**config.mk**
```make
export PLATFORM = sky130hd
export DESIGN_NAME = overwriting_ring_buffer_pointers_flat
export DESIGN_NICKNAME = d
export VERILOG_FILES = /design/src/hw/rtl/orbp_pkg.sv /design/src/hw/rtl/orbp_if.sv /design/src/hw/rtl/orbp_in_reg.sv /design/src/hw/rtl/orbp_ring_calc.sv /design/src/hw/rtl/overwriting_ring_buffer_pointers.sv /design/src/flat_wrapper.sv
export SDC_FILE = /design/constraint.sdc
export NUM_CORES = 2
export LEC_CHECK = 0
export BUFFER_PORTS_ARGS = -buffer_cell sky130_fd_sc_hd__buf_2
export CORE_MARGIN = 10
export CORE_UTILIZATION = 40
export DETAILED_ROUTE_END_ITERATION = 8
export SLEW_MARGIN = 5
export SYNTH_ARGS = -nofsm -noshare
export SYNTH_HDL_FRONTEND = slang
export SYNTH_SLANG_ARGS = --single-unit
```
**constraint.sdc**
```tcl
create_clock -name clk -period 17.4 [get_ports clk]
set_input_delay 3.48 -clock clk [delete_from_list [all_inputs] [get_ports clk]]
set_output_delay 3.48 -clock clk [all_outputs]
set_load 0.02 [all_outputs]
```
**src/hw/rtl/orbp_pkg.sv**
```systemverilog
// Shared types, constants and helpers for the overwriting ring buffer pointer manager.
package orbp_pkg;

  localparam int OFFSET_BITS = 32;
  localparam int WORD_W      = 32;
  localparam int TOTAL_W     = 64;
  localparam int TYPE_W      = 2;

  // Largest ring size that offsets can address.
  localparam logic [WORD_W-1:0] SIZE_CAP = (OFFSET_BITS >= WORD_W) ? {WORD_W{1'b1}} :
                                           WORD_W'((64'd1 << OFFSET_BITS) - 64'd1);

  typedef enum logic [TYPE_W-1:0] {
    REQ_WRITE     = 2'd0,
    REQ_READ_FRONT = 2'd1,
    REQ_READ_END  = 2'd2,
    REQ_DROP      = 2'd3
  } req_kind_t;

  typedef struct packed {
    logic [TYPE_W-1:0] req_type;
    logic [WORD_W-1:0] amount;
  } req_t;

  typedef struct packed {
    logic               accepted;
    logic [WORD_W-1:0]  region_offset;
    logic [WORD_W-1:0]  region_count;
    logic [WORD_W-1:0]  first_part_count;
    logic [WORD_W-1:0]  fill_level;
    logic [WORD_W-1:0]  oldest_offset;
    logic [TOTAL_W-1:0] total_written;
  } rsp_t;

  typedef struct packed {
    logic [WORD_W-1:0]  start_offset;
    logic [WORD_W-1:0]  held_bytes;
    logic [TOTAL_W-1:0] written_total;
  } ring_state_t;

  // Ring size in use: capped to the offset range, zero treated as one.
  function automatic logic [WORD_W-1:0] ring_size_of(input logic [WORD_W-1:0] value);
    logic [WORD_W-1:0] s;
    s = value;
    if (s > SIZE_CAP) s = SIZE_CAP;
    if (s == '0) s = WORD_W'(1);
    return s;
  endfunction

endpackage

```
**src/hw/rtl/orbp_if.sv**
```systemverilog
// Valid/ready channel interfaces for requests and results.
interface orbp_req_if;
  logic                        valid;
  logic                        ready;
  logic [orbp_pkg::TYPE_W-1:0] req_type;
  logic [orbp_pkg::WORD_W-1:0] amount;

  modport source (output valid, output req_type, output amount, input ready);
  modport sink   (input valid, input req_type, input amount, output ready);
endinterface

interface orbp_rsp_if;
  logic                         valid;
  logic                         ready;
  logic                         accepted;
  logic [orbp_pkg::WORD_W-1:0]  region_offset;
  logic [orbp_pkg::WORD_W-1:0]  region_count;
  logic [orbp_pkg::WORD_W-1:0]  first_part_count;
  logic [orbp_pkg::WORD_W-1:0]  fill_level;
  logic [orbp_pkg::WORD_W-1:0]  oldest_offset;
  logic [orbp_pkg::TOTAL_W-1:0] total_written;

  modport source (output valid, output accepted, output region_offset, output region_count,
                  output first_part_count, output fill_level, output oldest_offset,
                  output total_written, input ready);
  modport sink   (input valid, input accepted, input region_offset, input region_count,
                  input first_part_count, input fill_level, input oldest_offset,
                  input total_written, output ready);
endinterface

```
**src/hw/rtl/orbp_in_reg.sv**
```systemverilog
// Input register stage: captures one request item and holds it until taken.
module orbp_in_reg (
  input  logic          clk,
  input  logic          rst,
  orbp_req_if.sink      req,
  input  logic          take,
  output logic          item_valid,
  output orbp_pkg::req_t item
);
  import orbp_pkg::*;

  logic load;

  assign req.ready = !item_valid || take;
  assign load      = req.valid && req.ready;

  always_ff @(posedge clk) begin
    if (rst) begin
      item_valid <= 1'b0;
    end else if (load) begin
      item_valid <= 1'b1;
    end else if (take) begin
      item_valid <= 1'b0;
    end
  end

  // payload needs no reset
  always_ff @(posedge clk) begin
    if (load) begin
      item.req_type <= req.req_type;
      item.amount   <= req.amount;
    end
  end

endmodule

```
**src/hw/rtl/orbp_ring_calc.sv**
```systemverilog
// Single-pass pointer arithmetic: next ring state and result for one request.
module orbp_ring_calc (
  input  orbp_pkg::req_t               item,
  input  orbp_pkg::ring_state_t        cur,
  input  logic [orbp_pkg::WORD_W-1:0]  ring_size,
  output orbp_pkg::ring_state_t        nxt,
  output orbp_pkg::rsp_t               rsp
);
  import orbp_pkg::*;

  // One extra bit: offset plus fill can reach twice the ring size.
  logic [WORD_W:0] sz, st, hd, amt;
  logic [WORD_W:0] sum_sh, end_w, room, wr_first, over, sum_so, wr_start;
  logic [WORD_W:0] till_end, n_front, sum_fn, front_start;
  logic [WORD_W:0] tail_len, n_end, hd_end, sum_end, end_off;
  logic            wr_fits;

  always_comb begin
    sz  = {1'b0, ring_size};
    st  = {1'b0, cur.start_offset};
    hd  = {1'b0, cur.held_bytes};
    amt = {1'b0, item.amount};

    // write: lands at end of data, wraps at most once
    sum_sh   = st + hd;
    end_w    = (sum_sh >= sz) ? sum_sh - sz : sum_sh;
    room     = sz - end_w;
    wr_first = (amt < room) ? amt : room;
    wr_fits  = (hd + amt) <= sz;
    over     = amt - (sz - hd);
    sum_so   = st + over;
    wr_start = (sum_so >= sz) ? sum_so - sz : sum_so;

    // front read: bounded by fill and by the wrap point
    till_end    = (hd < (sz - st)) ? hd : (sz - st);
    n_front     = (till_end < amt) ? till_end : amt;
    sum_fn      = st + n_front;
    front_start = (sum_fn >= sz) ? sum_fn - sz : sum_fn;

    // end read: only the part after the wrap point when data wraps
    tail_len = (sum_sh > sz) ? sum_sh - sz : hd;
    n_end    = (amt < tail_len) ? amt : tail_len;
    hd_end   = hd - n_end;
    sum_end  = st + hd_end;
    end_off  = (sum_end >= sz) ? sum_end - sz : sum_end;
  end

  always_comb begin
    nxt                  = cur;
    rsp.accepted         = 1'b1;
    rsp.region_offset    = '0;
    rsp.region_count     = '0;
    rsp.first_part_count = '0;

    case (req_kind_t'(item.req_type))
      REQ_WRITE: begin
        if (amt <= sz) begin
          rsp.region_offset    = end_w[WORD_W-1:0];
          rsp.region_count     = item.amount;
          rsp.first_part_count = wr_first[WORD_W-1:0];
          if (wr_fits) begin
            nxt.held_bytes = cur.held_bytes + item.amount;
          end else begin
            nxt.start_offset = wr_start[WORD_W-1:0];
            nxt.held_bytes   = ring_size;
          end
          nxt.written_total = cur.written_total + TOTAL_W'(item.amount);
        end else begin
          rsp.accepted = 1'b0;
        end
      end
      REQ_READ_FRONT: begin
        rsp.region_offset    = cur.start_offset;
        rsp.region_count     = n_front[WORD_W-1:0];
        rsp.first_part_count = n_front[WORD_W-1:0];
        nxt.start_offset     = front_start[WORD_W-1:0];
        nxt.held_bytes       = cur.held_bytes - n_front[WORD_W-1:0];
      end
      REQ_READ_END: begin
        rsp.region_offset    = end_off[WORD_W-1:0];
        rsp.region_count     = n_end[WORD_W-1:0];
        rsp.first_part_count = n_end[WORD_W-1:0];
        nxt.held_bytes       = hd_end[WORD_W-1:0];
      end
      REQ_DROP: begin
        rsp.region_offset = cur.start_offset;
        if (amt < hd) begin
          nxt.held_bytes = cur.held_bytes - item.amount;
          if (till_end > amt) begin
            nxt.start_offset = cur.start_offset + item.amount;
          end else begin
            nxt.start_offset = item.amount - till_end[WORD_W-1:0];
          end
          rsp.region_count = item.amount;
        end else begin
          // dropping the whole fill rewinds to offset zero
          nxt.start_offset = '0;
          nxt.held_bytes   = '0;
          rsp.region_count = cur.held_bytes;
        end
        rsp.first_part_count = rsp.region_count;
      end
      default: begin
        rsp.accepted = 1'b1;
      end
    endcase

    rsp.fill_level    = nxt.held_bytes;
    rsp.oldest_offset = nxt.start_offset;
    rsp.total_written = nxt.written_total;
  end

endmodule

```
**src/hw/rtl/overwriting_ring_buffer_pointers.sv**
```systemverilog
// Top level of the overwriting ring buffer pointer manager.
//
// Keeps the pointers of a byte ring that overwrites its oldest data when
// full: oldest offset, fill level and a 64-bit total of bytes written. Each
// request item (write, read from front, read from end, drop) yields exactly
// one result item, in order. The block takes one item per cycle sustained
// while the sink keeps ready high. An accepted item is held in the input
// register; from there its result is computed and loaded into the result
// register, where the sink can take it. The state update loop closes in a
// single pass through the pointer arithmetic between the input register
// and the state and result registers. While a result waits for the sink,
// one more item can enter the input register; after that the input stalls
// until the result is taken. Writing the ring size (cfg_we/cfg_wdata)
// empties the ring but keeps the written total; write it only while no
// item is in flight. A size of zero acts as one. There is no clearing
// pass after reset.
module overwriting_ring_buffer_pointers (
  input  logic                        clk,
  input  logic                        rst,
  input  logic                        cfg_we,
  input  logic [orbp_pkg::WORD_W-1:0] cfg_wdata,
  orbp_req_if.sink                    req,
  orbp_rsp_if.source                  rsp
);
  import orbp_pkg::*;

  logic                 item_valid;
  req_t                 item;
  logic                 take;
  ring_state_t          state;
  ring_state_t          state_next;
  rsp_t                 result;
  logic [WORD_W-1:0]    ring_size;

  // Move the held item into the result register once that register frees up.
  assign take = item_valid && (!rsp.valid || rsp.ready);

  orbp_in_reg u_in_reg (
    .clk        (clk),
    .rst        (rst),
    .req        (req),
    .take       (take),
    .item_valid (item_valid),
    .item       (item)
  );

  orbp_ring_calc u_ring_calc (
    .item      (item),
    .cur       (state),
    .ring_size (ring_size),
    .nxt       (state_next),
    .rsp       (result)
  );

  // Pointer state and the effective ring size; a size write empties the ring.
  always_ff @(posedge clk) begin
    if (rst) begin
      ring_size           <= ring_size_of({WORD_W{1'b1}});
      state.start_offset  <= '0;
      state.held_bytes    <= '0;
      state.written_total <= '0;
    end else if (cfg_we) begin
      ring_size          <= ring_size_of(cfg_wdata);
      state.start_offset <= '0;
      state.held_bytes   <= '0;
    end else if (take) begin
      state <= state_next;
    end
  end

  // Result register: hold until the sink takes it.
  always_ff @(posedge clk) begin
    if (rst) begin
      rsp.valid <= 1'b0;
    end else if (take) begin
      rsp.valid <= 1'b1;
    end else if (rsp.ready) begin
      rsp.valid <= 1'b0;
    end
  end

  always_ff @(posedge clk) begin
    if (take) begin
      rsp.accepted         <= result.accepted;
      rsp.region_offset    <= result.region_offset;
      rsp.region_count     <= result.region_count;
      rsp.first_part_count <= result.first_part_count;
      rsp.fill_level       <= result.fill_level;
      rsp.oldest_offset    <= result.oldest_offset;
      rsp.total_written    <= result.total_written;
    end
  end

  // Fill never exceeds the ring.
  assert property (@(posedge clk) disable iff (rst) state.held_bytes <= ring_size)
    else $error("fill level above ring size");

  // Oldest offset always lies inside the ring.
  assert property (@(posedge clk) disable iff (rst) state.start_offset < ring_size)
    else $error("oldest offset outside ring");

  // A rejected write leaves the pointers untouched.
  assert property (@(posedge clk) disable iff (rst)
    (take && !result.accepted && !cfg_we) |=> $stable(state))
    else $error("rejected write changed state");

  // Every item taken from the input register shows up as a result.
  assert property (@(posedge clk) disable iff (rst) take |=> rsp.valid)
    else $error("result register not loaded");

  // Reported fill and offset match the state they were computed into.
  assert property (@(posedge clk) disable iff (rst)
    (take && !cfg_we) |=> (rsp.fill_level == state.held_bytes &&
                           rsp.oldest_offset == state.start_offset))
    else $error("result pointers disagree with state");

endmodule
```
**src/flat_wrapper.sv**
```systemverilog
// flat-port wrapper written by rule: the top's interface ports become plain ports
module overwriting_ring_buffer_pointers_flat import orbp_pkg::*;
  (clk, rst, cfg_we, cfg_wdata, req_valid, req_req_type, req_amount, req_ready, rsp_valid, rsp_accepted, rsp_region_offset, rsp_region_count, rsp_first_part_count, rsp_fill_level, rsp_oldest_offset, rsp_total_written, rsp_ready);
  orbp_req_if req_i ();
  orbp_rsp_if rsp_i ();
  input  logic clk;
  input  logic rst;
  input  logic cfg_we;
  input  logic [orbp_pkg::WORD_W-1:0] cfg_wdata;
  input wire logic [$bits(req_i.valid)-1:0] req_valid;
  input wire logic [$bits(req_i.req_type)-1:0] req_req_type;
  input wire logic [$bits(req_i.amount)-1:0] req_amount;
  output wire logic [$bits(req_i.ready)-1:0] req_ready;
  output wire logic [$bits(rsp_i.valid)-1:0] rsp_valid;
  output wire logic [$bits(rsp_i.accepted)-1:0] rsp_accepted;
  output wire logic [$bits(rsp_i.region_offset)-1:0] rsp_region_offset;
  output wire logic [$bits(rsp_i.region_count)-1:0] rsp_region_count;
  output wire logic [$bits(rsp_i.first_part_count)-1:0] rsp_first_part_count;
  output wire logic [$bits(rsp_i.fill_level)-1:0] rsp_fill_level;
  output wire logic [$bits(rsp_i.oldest_offset)-1:0] rsp_oldest_offset;
  output wire logic [$bits(rsp_i.total_written)-1:0] rsp_total_written;
  input wire logic [$bits(rsp_i.ready)-1:0] rsp_ready;
  assign req_i.valid = req_valid;
  assign req_i.req_type = req_req_type;
  assign req_i.amount = req_amount;
  assign req_ready = req_i.ready;
  assign rsp_valid = rsp_i.valid;
  assign rsp_accepted = rsp_i.accepted;
  assign rsp_region_offset = rsp_i.region_offset;
  assign rsp_region_count = rsp_i.region_count;
  assign rsp_first_part_count = rsp_i.first_part_count;
  assign rsp_fill_level = rsp_i.fill_level;
  assign rsp_oldest_offset = rsp_i.oldest_offset;
  assign rsp_total_written = rsp_i.total_written;
  assign rsp_i.ready = rsp_ready;
  overwriting_ring_buffer_pointers u_core (.clk(clk), .rst(rst), .cfg_we(cfg_we), .cfg_wdata(cfg_wdata), .req(req_i), .rsp(rsp_i));
endmodule
```
==> impl.org <==
** Status
- The run finished with clean final reports.

** Die
- Chip Height :: 385.8 um
- During I/O placement, the number of pins put on the boundary was 298.
- The initialized floorplan defines 134 standard-cell rows.
- Die area :: 0.1489 mm^2
- Once the floorplan was initialized, standard cells occupied 40.17% of the core.
- Core ar. :: 0.1333 mm^2
- Die Width :: 385.8 um

** Placed design
- Worst-case setup slack after placement :: 1.033 ns
- Port-buffer cells :: 297
- Number of cells in the design after placement :: 8617
- DPL Wire Length :: 211400 um
- Weighted congestion reported at the end of routability-driven placement :: 1.073
- The placed instances occupy a cell area of 0.05811 mm^2.

** Clock tree
- The H-tree was split into 2 levels.
- No sink is reached through more buffers than the 3 on the longest clock path.
- Sink count of the clock tree :: 421
- Hold-fix buffers, CTS :: 0
- Clock transition at the register clock pins on the worst setup and hold paths after CTS :: 0.07 ns
- The number of clock buffers added by TritonCTS is 56.
- Later-pin clock latency in the skew report :: 0.72 ns
- Total of cells resized after clock tree synthesis :: 0
- After clock tree synthesis, the setup repair step added 0 buffers.
- CTS tree :: yes
- Root Driver :: clkbuf_16

** Timing
- Across all hold checks on the routed design, the worst slack comes to 0.4787 ns.
- Counting I/O delays and the setup requirement, the final critical path takes 16.52 ns.
- Adding up every negative setup slack in the final design gives 0 ns.
- Timing would allow up to 60.55 MHz.
- The number of max-slew violations in the final report was 0.
- Setup repair after global routing left no endpoint under its margin.
- The worst path uses 94.92% of the clock period.
- Total setup violations reported at the end of the flow :: 0
- In this run the tightest slew margin relative to its limit is 11.81%.
- Final worst clock skew :: 0.04685 ns
- The number of endpoints with negative hold slack in the final report was 0.
- Setup slack closes at 0.8839 ns.
- At the pin with the least slew margin, the transition time is 1.289 ns.

** Setup path
- The worst register-to-register path begins at u_core.state[75].
- CP dominant cell by count :: a21oi_1
- Grouping stages by cell kind, the critical path spends the most delay in compound AO/OA/AOI/OAI gates.
- Counting cells, the worst reg-to-reg path comes to 66.
- Critical Path Source Type :: flop
- In this design, the stage delay of the slowest critical-path cell is 0.64 ns.
- The slowest stage of the critical path belongs to the cell a221oi_1.
- CP endpoint kind :: flop
- Required time of the worst setup path :: 17.81 ns
- The number of buffers and inverters on the critical path is 6.
- The critical path in this run is classified as reg -> reg.
- CP Max Fanout :: 32
- Setup slack of the worst register-to-register path :: 0.88 ns
- The worst register-to-register path ends at u_core.rsp.region_offset[3].
- Data arrives at the worst endpoint at 16.93 ns.

** Hold path
- Depth of the worst hold-timing path :: 2
- WHS Endpoint :: u_core.state[24]
- Start point of the worst min-delay path :: u_core.state[24]
- The min-delay analysis places its worst path in the category reg -> reg.

** Layout
- Final design instance area without fill :: 0.06013 mm^2
- NumNets Final :: 7759
- The post-route netlist has 11.56% of its cells at a drive strength greater than 1.
- Leaving out filler cells and counting taps, the final layout contains 8728.
- Final core utilization :: 45.11%
- Layout Area Growth over Synthesis :: 12.32%

** Power and ir drop
- The share of total power dissipated in the clock network is 23.8%.
- Combinational fraction of design power :: 53.9%
- Sequential group share of total power :: 22.3%
- Power density normalized to cell area :: 90.25 mW/mm^2
- The worst-case IR drop observed on VDD is 0.00008710 V.
- Summed over all nets, the switching power comes to 2.478 mW.
- Internal Power :: 2.949 mW
- Leakage power of the design :: 26.88 nW
- Total power consumption of the routed design :: 5.427 mW
- In this run switching power makes up 45.66% of total power.

** Yosys
- By instance count, the leading cell after synthesis is ha_1.
- Net count after synthesis :: 7422
- After synthesis, the cell types taking the most area are ha_1, edfxtp_1, dfxtp_1.
- The biggest area contributor in the post-synthesis netlist is ha_1.
- Count of different cell masters after synthesis :: 107
- Counting instances in the post-synthesis netlist gives the leading cell types as ha_1, a21oi_1, nand2_1, nor2_1, o21ai_0.
- Yosys printed 0 warnings.
- Count of flip-flops with a built-in enable after synthesis :: 259
- Fraction of synthesized cell area taken by the top area cell type :: 16.41%
- For this run, the leading register cell type out of synthesis is edfxtp_1.
- In this run, synthesis produced a sequential element count of 421.
- In this run the mean area of a mapped cell was 8.149 um^2.
- Synthesis handed over a netlist of 6570 instances.
- Post-synthesis sequential area ratio :: 20.58%
- Post-synthesis instance area :: 0.05354 mm^2
- After synthesis, the share of flip-flops with an asynchronous set or reset is 0%.

** Drt
- Detailed routing inserted a total of 55849 vias.
- For this run, design rule violations remaining after detail routing come to 0.
- Initial drt markers :: 7080
- Count of TritonRoute iterations in the first routing pass :: 7
- ANT nets after route :: 0
- Dividing the detail-routed wire length by the instance count gives 29.93 um.
- Via-to-Cell Ratio :: 6.399
- Total wire length after detailed routing :: 261200 um

** GRT
- Across every metal layer, demand over resource in global routing totals 33.38%.
- The number of antenna violations at the first check in global routing was 12.
- Entering global routing, the biggest net connects 78 pins.
- First-pass GRT wire length :: 364100 um
- Aggregate global routing overflow :: 0
- The via count of the first global-routing pass is 52647.

** Job
- Total of max-cap violations :: 0
area by class of cell:
class	count	area (um^2)
Antenna cell	5	12.51
Sequential cell	421	11020
Tap cell	1768	2212
Multi-Input combinational cell	5498	40170
Fill cell	13295	73160
Timing Repair Buffer	508	3124
Clock inverter	37	475.5
Inverter	422	1594
Clock buffer	69	1520
metal layers:
layer	vias to the layer above	GRT usage, %	part of all wire [%]
met4	8	18.38	6.6
met3	569	7.929	12
met1	26816	45.14	41
li1	25107	-	-
met5	-	0	0.018
met2	3349	48.44	40
worst max-delay path by stage:
stage                     startpoint                           end  slack [ns]  cells after the start
global route        u_core.state[64]   u_core.rsp.region_offset[3]        0.05                     65
detailed placement  u_core.state[67]   u_core.rsp.region_offset[3]        1.03                     63
finish              u_core.state[75]   u_core.rsp.region_offset[3]        0.88                     66
floorplan           u_core.state[65]  u_core.rsp.region_offset[12]        4.16                     68
CTS                 u_core.state[75]   u_core.rsp.region_offset[3]        0.96                     62
global placement    u_core.state[67]   u_core.rsp.region_offset[3]        1.02                     66
worst reg2reg max path, delay by kind of cell (launching register included):
kind / cells / cell delay [ns]
compound gates: 32 / 7.61
xor+xnor: 3 / 0.64
fa+ha+maj: 7 / 2.44
buf+inv: 6 / 1.06
flops: 1 / 0.60
mux: 1 / 0.38
simple gates: 17 / 3.50
cell families after synthesis:
group | after synthesis | synth area share (%)
compound gates | 2238 | 27.37
simple gates | 1777 | 15.75
fa+ha+maj | 781 | 19.36
buf+inv | 651 | 4.730
xor+xnor | 501 | 8.210
flops | 421 | 20.58
mux | 201 | 3.987
power groups by stage:
stage	Combinational [mW]	Sequential, mW	Clock, mW
finish	2.93	1.21	1.29
global route	3.12	1.21	1.35
CTS	2.83	1.20	1.31
detailed placement	2.81	1.22	0
global placement	2.79	1.22	0
floorplan	1.88	1.26	0
sequential cells by signal, summed over array words and instances, names as in the netlist:
register,flops
u_core.rsp.valid,1
u_core.rsp.region_count,32
u_core.rsp.oldest_offset,32
u_core.rsp.total_written,64
u_core.rsp.fill_level,32
u_core.u_in_reg.item,34
u_core.u_in_reg.item_valid,1
u_core.ring_size,32
u_core.state,128
u_core.rsp.region_offset,32
u_core.rsp.first_part_count,32
u_core.rsp.accepted,1
layout by cell type, fill, tap and decap left out, types with 77 or more instances in the layout:
cell type and instances:
a211oi_1 93, a21o_1 218, a21oi_1 617, buf_2 297, buf_4 206, dfxtp_1 162
edfxtp_1 259, fa_1 79, ha_1 702, inv_1 416, mux2_2 91, mux2i_1 106
nand2_1 521, nand2b_1 77, nand3_1 132, nand4_1 97, nor2_1 483, nor3_1 127
o211ai_1 122, o21a_1 123, o21ai_0 458, xnor2_1 340, xor2_1 160
Note: power is estimated with default switching activity, not from simulation.
